===== src/rtl/mi_pkg.sv =====
// ----------------------------------------------------------------------------
// mi_pkg: shared types and codes for the modular inverse block
// Holds the sequencer state encoding and the status codes of a result.
// ----------------------------------------------------------------------------
package mi_pkg;

  // Sequencer states, one-hot
  typedef enum logic [4:0] {
    ST_IDLE  = 5'b00001,
    ST_ALIGN = 5'b00010,
    ST_SUB   = 5'b00100,
    ST_STEP  = 5'b01000,
    ST_FINAL = 5'b10000
  } state_t;

  // Result status codes
  localparam logic STATUS_OK   = 1'b0;
  localparam logic STATUS_NONE = 1'b1;

endpackage


===== src/rtl/modular_inverse_top.sv =====
// Datapath: one shift-subtract divider serves the reduction of the value and every Euclid step;
//   each quotient passes through scaling (ST_ALIGN), one quotient bit per cycle (ST_SUB) and
//   the step (ST_STEP); after the last step, or at once for modulus 0, ST_FINAL loads the
//   result and raises out_valid once the output register is free, later while out_stall holds.
// Throughput: one item at a time; in_stall is high from the transfer until the result is loaded.
// Reset: rst_n is synchronous and active low; it clears the sequencer and output valid and
//   sets the modulus register to 1.
// ----------------------------------------------------------------------------
// modular_inverse_top: modular inverse by the extended Euclidean algorithm
// Iterative divider under a small sequencer; sign-magnitude Bezout tracking.
// ----------------------------------------------------------------------------
module modular_inverse_top #(
  parameter int DATA_WIDTH = 31
) (
  input  logic                  clk,
  input  logic                  rst_n,
  // configuration
  input  logic                  cfg_we,
  input  logic [DATA_WIDTH-1:0] cfg_wdata,
  // input channel
  input  logic                  in_valid,
  output logic                  in_stall,
  input  logic [DATA_WIDTH-1:0] in_value,
  // result channel
  output logic                  out_valid,
  input  logic                  out_stall,
  output logic [DATA_WIDTH-1:0] out_inverse,
  output logic                  out_status
);

  localparam int W  = DATA_WIDTH;
  localparam int CW = $clog2(DATA_WIDTH);

  localparam logic [W-1:0] ONE = {{(W-1){1'b0}}, 1'b1};

  // Control state
  mi_pkg::state_t state_r, state_nxt;
  logic           out_valid_r, out_valid_nxt;
  logic [W-1:0]   modulus_r;

  // Divider datapath: rem / d, with acc += td for every subtracted d
  logic [W-1:0]   rem_r, rem_nxt;
  logic [W-1:0]   d_r, d_nxt;
  logic [W-1:0]   acc_r, acc_nxt;
  logic [W-1:0]   td_r, td_nxt;
  logic [CW-1:0]  cnt_r, cnt_nxt;
  logic           reduce_r, reduce_nxt;

  // Euclid registers: r0, r1 and coefficient magnitudes; pos_r is the sign of t0
  logic [W-1:0]   r0_r, r0_nxt;
  logic [W-1:0]   r1_r, r1_nxt;
  logic [W-1:0]   t0_r, t0_nxt;
  logic [W-1:0]   t1_r, t1_nxt;
  logic           pos_r, pos_nxt;

  // Output payload
  logic [W-1:0]   out_inverse_r, out_inverse_nxt;
  logic           out_status_r, out_status_nxt;

  // Step and final-stage helpers
  logic [W-1:0]   step_r0, step_t0, step_t1;
  logic           step_pos;
  logic [W:0]     d_dbl;
  logic           sub_ok;
  logic           fail;
  logic [W-1:0]   mag;
  logic           in_xfer, out_free;

  assign in_xfer  = in_valid && !in_stall;
  assign out_free = !out_valid_r || !out_stall;
  assign d_dbl    = {d_r, 1'b0};
  assign sub_ok   = (d_r <= rem_r);

  // Next Euclid pair: after the reduction the pair is (m, a mod m); otherwise shift down
  always_comb begin
    if (reduce_r) begin
      step_r0  = modulus_r;
      step_t0  = '0;
      step_t1  = ONE;
      step_pos = 1'b0;
    end else begin
      step_r0  = r1_r;
      step_t0  = t1_r;
      step_t1  = acc_r;
      step_pos = !pos_r;
    end
  end

  // Final mapping of the signed coefficient into 0..m-1
  assign fail = (r0_r != ONE);
  assign mag  = (t0_r >= modulus_r) ? (t0_r - modulus_r) : t0_r;

  always_comb begin
    state_nxt       = state_r;
    out_valid_nxt   = out_valid_r;
    rem_nxt         = rem_r;
    d_nxt           = d_r;
    acc_nxt         = acc_r;
    td_nxt          = td_r;
    cnt_nxt         = cnt_r;
    reduce_nxt      = reduce_r;
    r0_nxt          = r0_r;
    r1_nxt          = r1_r;
    t0_nxt          = t0_r;
    t1_nxt          = t1_r;
    pos_nxt         = pos_r;
    out_inverse_nxt = out_inverse_r;
    out_status_nxt  = out_status_r;

    // drop the result once the sink has taken it
    if (out_valid_r && !out_stall) begin
      out_valid_nxt = 1'b0;
    end

    case (state_r)
      mi_pkg::ST_IDLE: begin
        if (in_xfer) begin
          if (modulus_r == '0) begin
            // no modulus: report no inverse straight away
            r0_nxt    = '0;
            state_nxt = mi_pkg::ST_FINAL;
          end else begin
            // start the reduction of the value modulo m
            rem_nxt    = in_value;
            d_nxt      = modulus_r;
            acc_nxt    = '0;
            td_nxt     = '0;
            cnt_nxt    = '0;
            reduce_nxt = 1'b1;
            state_nxt  = mi_pkg::ST_ALIGN;
          end
        end
      end

      mi_pkg::ST_ALIGN: begin
        // scale divisor up while its double still fits under the remainder
        if (d_dbl <= {1'b0, rem_r}) begin
          d_nxt   = d_dbl[W-1:0];
          td_nxt  = {td_r[W-2:0], 1'b0};
          cnt_nxt = cnt_r + CW'(1);
        end else begin
          state_nxt = mi_pkg::ST_SUB;
        end
      end

      mi_pkg::ST_SUB: begin
        // one quotient bit per cycle, highest first
        if (sub_ok) begin
          rem_nxt = rem_r - d_r;
          acc_nxt = acc_r + td_r;
        end
        if (cnt_r == '0) begin
          state_nxt = mi_pkg::ST_STEP;
        end else begin
          d_nxt   = {1'b0, d_r[W-1:1]};
          td_nxt  = {1'b0, td_r[W-1:1]};
          cnt_nxt = cnt_r - CW'(1);
        end
      end

      mi_pkg::ST_STEP: begin
        // advance the Euclid pair; the new remainder becomes r1
        reduce_nxt = 1'b0;
        r0_nxt     = step_r0;
        r1_nxt     = rem_r;
        t0_nxt     = step_t0;
        t1_nxt     = step_t1;
        pos_nxt    = step_pos;
        if (rem_r == '0) begin
          state_nxt = mi_pkg::ST_FINAL;
        end else begin
          rem_nxt   = step_r0;
          d_nxt     = rem_r;
          acc_nxt   = step_t0;
          td_nxt    = step_t1;
          cnt_nxt   = '0;
          state_nxt = mi_pkg::ST_ALIGN;
        end
      end

      mi_pkg::ST_FINAL: begin
        // hold until the output register is free
        if (out_free) begin
          out_valid_nxt = 1'b1;
          if (fail) begin
            out_inverse_nxt = '0;
            out_status_nxt  = mi_pkg::STATUS_NONE;
          end else begin
            out_inverse_nxt = (pos_r || mag == '0) ? mag : (modulus_r - mag);
            out_status_nxt  = mi_pkg::STATUS_OK;
          end
          state_nxt = mi_pkg::ST_IDLE;
        end
      end

      default: begin
        state_nxt = mi_pkg::ST_IDLE;
      end
    endcase
  end

  // Control registers
  always_ff @(posedge clk) begin
    if (!rst_n) begin
      state_r     <= mi_pkg::ST_IDLE;
      out_valid_r <= 1'b0;
      modulus_r   <= ONE;
    end else begin
      state_r     <= state_nxt;
      out_valid_r <= out_valid_nxt;
      if (cfg_we) begin
        modulus_r <= cfg_wdata;
      end
    end
  end

  // Datapath registers
  always_ff @(posedge clk) begin
    rem_r         <= rem_nxt;
    d_r           <= d_nxt;
    acc_r         <= acc_nxt;
    td_r          <= td_nxt;
    cnt_r         <= cnt_nxt;
    reduce_r      <= reduce_nxt;
    r0_r          <= r0_nxt;
    r1_r          <= r1_nxt;
    t0_r          <= t0_nxt;
    t1_r          <= t1_nxt;
    pos_r         <= pos_nxt;
    out_inverse_r <= out_inverse_nxt;
    out_status_r  <= out_status_nxt;
  end

  assign in_stall    = (state_r != mi_pkg::ST_IDLE);
  assign out_valid   = out_valid_r;
  assign out_inverse = out_inverse_r;
  assign out_status  = out_status_r;

  // A failed item always carries a zero inverse
  a_fail_zero: assert property (@(posedge clk) disable iff (!rst_n)
    out_valid && out_status == mi_pkg::STATUS_NONE |-> out_inverse == '0)
    else $error("non-invertible result with nonzero inverse");

  // An accepted transfer closes the input until the item completes
  a_busy_after_xfer: assert property (@(posedge clk) disable iff (!rst_n)
    in_xfer |=> in_stall)
    else $error("input reopened right after a transfer");

  // The last quotient bit always hands over to the Euclid step
  a_sub_to_step: assert property (@(posedge clk) disable iff (!rst_n)
    state_r == mi_pkg::ST_SUB && cnt_r == '0 |=> state_r == mi_pkg::ST_STEP)
    else $error("divider did not finish into the step state");

  // The divisor is never zero while it is being scaled
  a_divisor_nonzero: assert property (@(posedge clk) disable iff (!rst_n)
    state_r == mi_pkg::ST_ALIGN |-> d_r != '0)
    else $error("zero divisor in the divider");

endmodule

===== config.mk =====
export PLATFORM = sky130hd
export DESIGN_NAME = modular_inverse_top
export DESIGN_NICKNAME = d
export VERILOG_FILES = /design/src/rtl/mi_pkg.sv /design/src/rtl/modular_inverse_top.sv
export SDC_FILE = /design/constraint.sdc
export NUM_CORES = 1
export LEC_CHECK = 0
export ABC_CLOCK_PERIOD_IN_PS = 8300
export BUFFER_PORTS_ARGS = -buffer_cell sky130_fd_sc_hd__buf_2
export CAP_MARGIN = 20
export CORE_MARGIN = 2
export CORE_UTILIZATION = 45
export CTS_CLUSTER_SIZE = 20
export DETAILED_ROUTE_END_ITERATION = 8
export PLACE_DENSITY = 0.64
export SLEW_MARGIN = 20
export SYNTH_ARGS = -nofsm -noshare
export SYNTH_HDL_FRONTEND = slang
export SYNTH_SLANG_ARGS = --single-unit

===== constraint.sdc =====
create_clock -name clk -period 8.3 [get_ports clk]
set_input_delay 0.83 -clock clk [delete_from_list [all_inputs] [get_ports clk]]
set_output_delay 0.83 -clock clk [all_outputs]
set_load 0.005 [all_outputs]

==> results.md, run 1 <==
- Final Hold Vio Count: 0
- Run status: complete, no violations
- Switch Pwr: 2.71 mW
- NumNets Final: 2474
- Clock sinks: 324
- Syn avg cell area: 9.78 um^2
- Worst setup SP type: register
- Top delay family on crit path: compound AO/OA/AOI/OAI gates
- Number of buffers created by CTS: 38
- Clock share of power: 23.0%
- Worst Hold Class: primary input to register
- Hold wc startpoint: cfg_wdata[0]
- Most common cell in the netlist: edfxtp_1
- CP max stage delay: 0.57 ns
- Die height: 223 um
- Post-CTS Setup Inserts: 0
- Worst-path maximum fanout: 10
- Top FF cell, synth: edfxtp_1
- Final wirelength: 61700 um
- Final setup fails: 0
- Sequential power share: 35.5%
- Initial antenna violation count: 3
- Detailed-placement wirelength estimate: 45400 um
- Yosys top cell area share: 40.0%
- Rows: 80
- Critical path class: register to register
- Area delta synth->final: 10.8%
- Remaining antenna violation count: 0
- GP Congestion: 0.922
- Post-CTS sizing: 0
- Dpl cells: 2840
- Worst slew pin tran: 1.10 ns
- Via density: 5.98
- Largest area contributor in the netlist: edfxtp_1
- Bufs and invs on worst path: 2
- Switching Fraction: 38.3%
- Initial core utilization: 45.4%
- Share of synthesized flip-flops with an asynchronous set or reset: 0%
- Vias in the first global route: 16900
- Cell Count, Final, Fillers Out: 2907
- Largest net degree at the start of global routing: 81
- I/O Pins: 101
- Layout cells sized above 1: 10.1%
- CP dominant cell by count: a21oi_1
- Synthesized Nets: 2414
- Period utilisation layout: 85.5%
- Commonest cells in the netlist: edfxtp_1 (287), nand2_1 (180), nor2_1 (179)
- DRT Pass-1 Iters: 7
- CTS tree: yes
- Crit end category: register
- First-pass GRT wire length: 95800 um
- Root Buffer: clkbuf_16
- Clk_skew: 0.0308 ns
- Global-route usage over all layers: 24.5%
- Final Critical Period: 7.09 ns
- Drt drc: 0
- Max-slew violation count: 0
- Mapped Cells: 2206
- Overflow after GRT: 0
- RSZ-0062 raised after global routing: no
- Core area: 0.0475 mm^2
- Synth area leaders: edfxtp_1 (40%), ha_1 (7.9%), a21oi_1 (3.9%)
- Power, Total: 7.08 mW
- Max clock buf depth: 3
- Synthesis warning total: 0
- Arr. time, crit path: 7.48 ns
- Int Pwr: 4.37 mW
- Die Span X: 223 um
- Critical path's slowest cell: dfxtp_1
- Latest clock arrival within the worst-skew pair: 0.56 ns
- Total die area: 0.0497 mm^2
- PD cells: 296 mW/mm^2
- Power share of the combinational group: 41.4%
- PortBufs: 100
- Max_cap viols: 0
- Peak VDD IR: 342 uV
- Count of cell types in the netlist: 94
- Post-Syn Area: 0.0216 mm^2
- Number of flops mapped to enable cells by yosys: 287
- Clock-pin slew on the worst setup and hold paths: 0.06 ns
- Htree depth: 2
- Highest clock rate: 0.141 GHz
- DR WL/cell: 21.2 um
- Setup TNS: 0 ns
- Antenna Cells: 0
- CP required: 8.69 ns
- Lkg Pwr: 9.48 nW
- Via count: 17400
- Post-CTS Hold Fix Bufs: 0
- Post-synthesis sequential area ratio: 43.4%
- Worst reg2reg startpoint: modulus_r[11]
- Synth Register Bits: 324
- Critical Path Source: modulus_r[11]
- Slew margin rel.: 26.5%
- 1st-iter DRT viols: 1568
## placed cells by master, fill, tap and decap left out, types with 29 or more instances in the layout
master / count
a21oi_1: 163
a21o_1: 37
edfxtp_1: 287
clkbuf_16: 39
nand3_1: 29
ha_1: 136
xor2_1: 39
o22ai_1: 33
nand2_1: 180
o21ai_0: 108
mux2i_1: 74
buf_2: 100
a22oi_1: 33
a22o_1: 33
inv_1: 131
nor3_1: 38
nand4_1: 29
nor2b_1: 109
xnor2_1: 94
nor4_1: 31
nor2_1: 176
dfxtp_1: 37
## layer usage
metal  wire length, um  up-vias  global-route usage (%)  part of all wire (%)
met5                 0        -                       0                     0
met1             29200     8501                    35.5                    47
met3              3610       86                    3.15                   5.8
li1                  -     8276                       -                     -
met2             27400      532                    38.2                    44
met4              1580        0                    7.60                   2.6
## final timing paths
check,endpoint,slack (ns),depth (start not counted)
setup / recovery,out_inverse[30],1.21,27
hold / removal,modulus_r[0],0.52,3
setup reg to reg,out_inverse[30],1.21,27
hold reg to reg,r1_r[6],0.55,0
## power by group through the flow
stage	clock network (mW)	logic (mW)	registers (mW)
after floorplan	0	2.19	2.45
after global placement	0	2.78	2.53
after detailed placement	0	2.85	2.54
after CTS	1.66	2.88	2.51
after global routing	1.72	3.25	2.55
final	1.63	2.93	2.52
## tightest hold or removal path: cells and delay by family
| kind | cells | cell delay (ns) |
|---|---|---|
| AOI/OAI and AO/OA | 1 | 0.07 |
| buffers and inverters | 1 | 0.08 |
| and+or+nand+nor | 1 | 0.04 |
## stage by stage
step	cell area (um^2)	hold WS [ns]	util, %	setup WS, ns
finish	23900	0.522	50.3	1.21
global route	23900	0.530	50.3	0.752
CTS	23900	0.498	50.2	1.32
detailed placement	22700	0.539	47.7	1.37
global placement	22700	0.530	47.6	1.52
floorplan	21600	0.480	-	1.26
## flip-flops by register name, summed over array words and instances (netlist names)
register,cells
state_r,5
acc_r,31
pos_r,1
rem_r,31
td_r,31
modulus_r,31
reduce_r,1
out_valid,1
t1_r,31
t0_r,31
r1_r,31
r0_r,31
out_status,1
cnt_r,5
out_inverse,31
d_r,31
## layout make-up
| cell class | instances | area, um^2 |
|---|---|---|
| Inverter | 137 | 514 |
| Clock inverter | 11 | 108 |
| Clock buffer | 55 | 1080 |
| Multi-Input combinational cell | 1643 | 11400 |
| Sequential cell | 324 | 9360 |
| Timing Repair Buffer | 122 | 718 |
| Fill cell | 4385 | 23600 |
| Tap cell | 615 | 769 |
## logic make-up after synthesis
kind of cell | share of synthesized area (%)
buffers and inverters | 4.26
AND/OR/NAND/NOR | 15.4
XOR/XNOR | 5.40
flip-flops | 43.4
AO/OA/AOI/OAI | 18.6
adder cells (fa/ha/maj) | 9.26
multiplexers | 3.70
No activity file was read; power rests on OpenSTA's default activity.
==> run 2: changes to the inputs <==
- PLACE_DENSITY: 0.64 -> 0.68
- REMOVE_ABC_BUFFERS: unset -> 1
==> run 2 against run 1 <==
Power up 1.3%; count of clock-buffer cells in the layout down 9; global-route usage up 1.8 points; combinational power about the same; cell count up 0.34%; critical path type unchanged; register-to-register slack better by 0.16 ns; critical path depth up 1; utilization up 0.19 points; routed wire length up 7.1%; sequential share of layout area down 0.15 points; critical endpoint is now out_inverse[26]; fmax up 2.3%; non-clock buffer count up 6.
==> results.md, run 2 (synthesis gave the netlist of run 1 again) <==
- Run status: complete, no violations
- Period utilisation layout: 83.6%
- Initial core utilization: 45.4%
- Remaining antenna violation count: 0
- PortBufs: 100
- Worst Hold Class: primary input to register
- Latest clock arrival within the worst-skew pair: 0.58 ns
- Via density: 6.07
- Critical path's slowest cell: dfxtp_1
- Vias in the first global route: 17300
- Post-CTS sizing: 0
- Final setup fails: 0
- Clock sinks: 324
- Post-CTS Hold Fix Bufs: 0
- GP Congestion: 0.926
- Power, Total: 7.18 mW
- Switching Fraction: 38.6%
- CTS tree: yes
- Final wirelength: 66200 um
- Initial antenna violation count: 0
- PD cells: 299 mW/mm^2
- Clock-pin slew on the worst setup and hold paths: 0.06 ns
- Crit end category: register
- Final Critical Period: 6.94 ns
- Root Buffer: clkbuf_16
- Overflow after GRT: 0
- Die Span X: 223 um
- DRT Pass-1 Iters: 7
- Largest net degree at the start of global routing: 89
- Worst slew pin tran: 1.03 ns
- Htree depth: 2
- NumNets Final: 2481
- Top delay family on crit path: compound AO/OA/AOI/OAI gates
- Cell Count, Final, Fillers Out: 2917
- Most common cell after layout, fill and taps aside: edfxtp_1
- Most frequent cells in the layout: edfxtp_1 (287), nand2_1 (180), nor2_1 (177)
- RSZ-0062 raised after global routing: no
- Clk_skew: 0.0349 ns
- Critical path class: register to register
- Global-route usage over all layers: 26.2%
- I/O Pins: 101
- Final hold slack: 0.488 ns
- Via count: 17700
- Drt drc: 0
- Switch Pwr: 2.77 mW
- CP required: 8.59 ns
- Arr. time, crit path: 7.23 ns
- Core area: 0.0475 mm^2
- Layout cells sized above 1: 10.6%
- Number of buffers created by CTS: 39
- Antenna Cells: 0
- CP dominant cell by count: a21oi_1
- Clock share of power: 24.3%
- Rows: 80
- Worst setup SP type: register
- Max-slew violation count: 0
- Slew margin rel.: 31.4%
- Max_cap viols: 0
- Worst-path maximum fanout: 10
- Total die area: 0.0497 mm^2
- Area delta synth->final: 11.2%
- Die height: 223 um
- Int Pwr: 4.40 mW
- Sequential power share: 35.1%
- Detailed-placement wirelength estimate: 48500 um
- Peak VDD IR: 171 uV
- First-pass GRT wire length: 101000 um
- Post-CTS Setup Inserts: 0
- Power share of the combinational group: 40.5%
- DR WL/cell: 22.7 um
- Lkg Pwr: 9.53 nW
- Max clock buf depth: 3
- Bufs and invs on worst path: 3
- Highest clock rate: 0.144 GHz
- CP max stage delay: 0.59 ns
- Dpl cells: 2847
- Final Hold Vio Count: 0
- 1st-iter DRT viols: 1626
==> run 2: cell count changes in the layout (fill, tap and decap cells not counted), moves of 2 or more <==
cell	before	now
clkbuf_8	4	1
clkinvlp_4	1	5
bufinv_16	2	4
clkbuf_1	12	5
buf_16	2	0
buf_4	19	28
clkinv_1	5	9
==> run 2: worst paths after layout <==
path	from	endpoint	slack [ns]	cells after the start
worst max-delay path	modulus_r[11]	out_inverse[26]	1.36	28
worst min-delay path	cfg_wdata[0]	modulus_r[0]	0.49	3
worst max register to register	modulus_r[11]	out_inverse[26]	1.36	28
worst min register to register	rem_r[20]	r1_r[20]	0.56	0
==> run 2: tightest hold or removal path: stages <==
cell	delay (ns)
buf_2	0.08
nand2_1	0.06
o211ai_1	0.07
==> run 2: routing by layer <==
layer  vias up  routed length [um]  track usage, %
li1       8290                   -               -
met1      8591               28500            34.7
met2       669               29800            41.2
met3       168                4380            4.56
met4         0                3450            13.9
met5         -                   0               0
==> run 2: power groups by stage <==
stage | logic (mW) | clock network (mW) | registers [mW]
after floorplan | 2.17 | 0 | 2.46
after global placement | 2.78 | 0 | 2.53
after detailed placement | 2.85 | 0 | 2.54
after CTS | 2.88 | 1.78 | 2.51
after global routing | 3.23 | 1.83 | 2.56
final | 2.91 | 1.75 | 2.52
==> run 2: stage by stage <==
| stage | util, % | setup TNS, ns | instance area (um^2) | setup slack [ns] |
|---|---|---|---|---|
| global placement | 47.7 | 0 | 22700 | 1.61 |
| detailed placement | 47.7 | 0 | 22700 | 1.50 |
| global route | 50.5 | 0 | 24000 | 0.839 |
| finish | 50.5 | 0 | 24000 | 1.36 |
| floorplan | - | -44.43 | 21200 | -0.530 |
| CTS | 50.5 | 0 | 24000 | 1.48 |
==> run 2: cell type report <==
type / count / area [um^2]
inverters: 137 / 514
well taps: 615 / 769
flip-flops and latches: 324 / 9360
fillers: 4313 / 23600
clock inverters: 24 / 256
multi-input cells: 1643 / 11300
repair buffers: 128 / 711
clock buffers: 46 / 1030
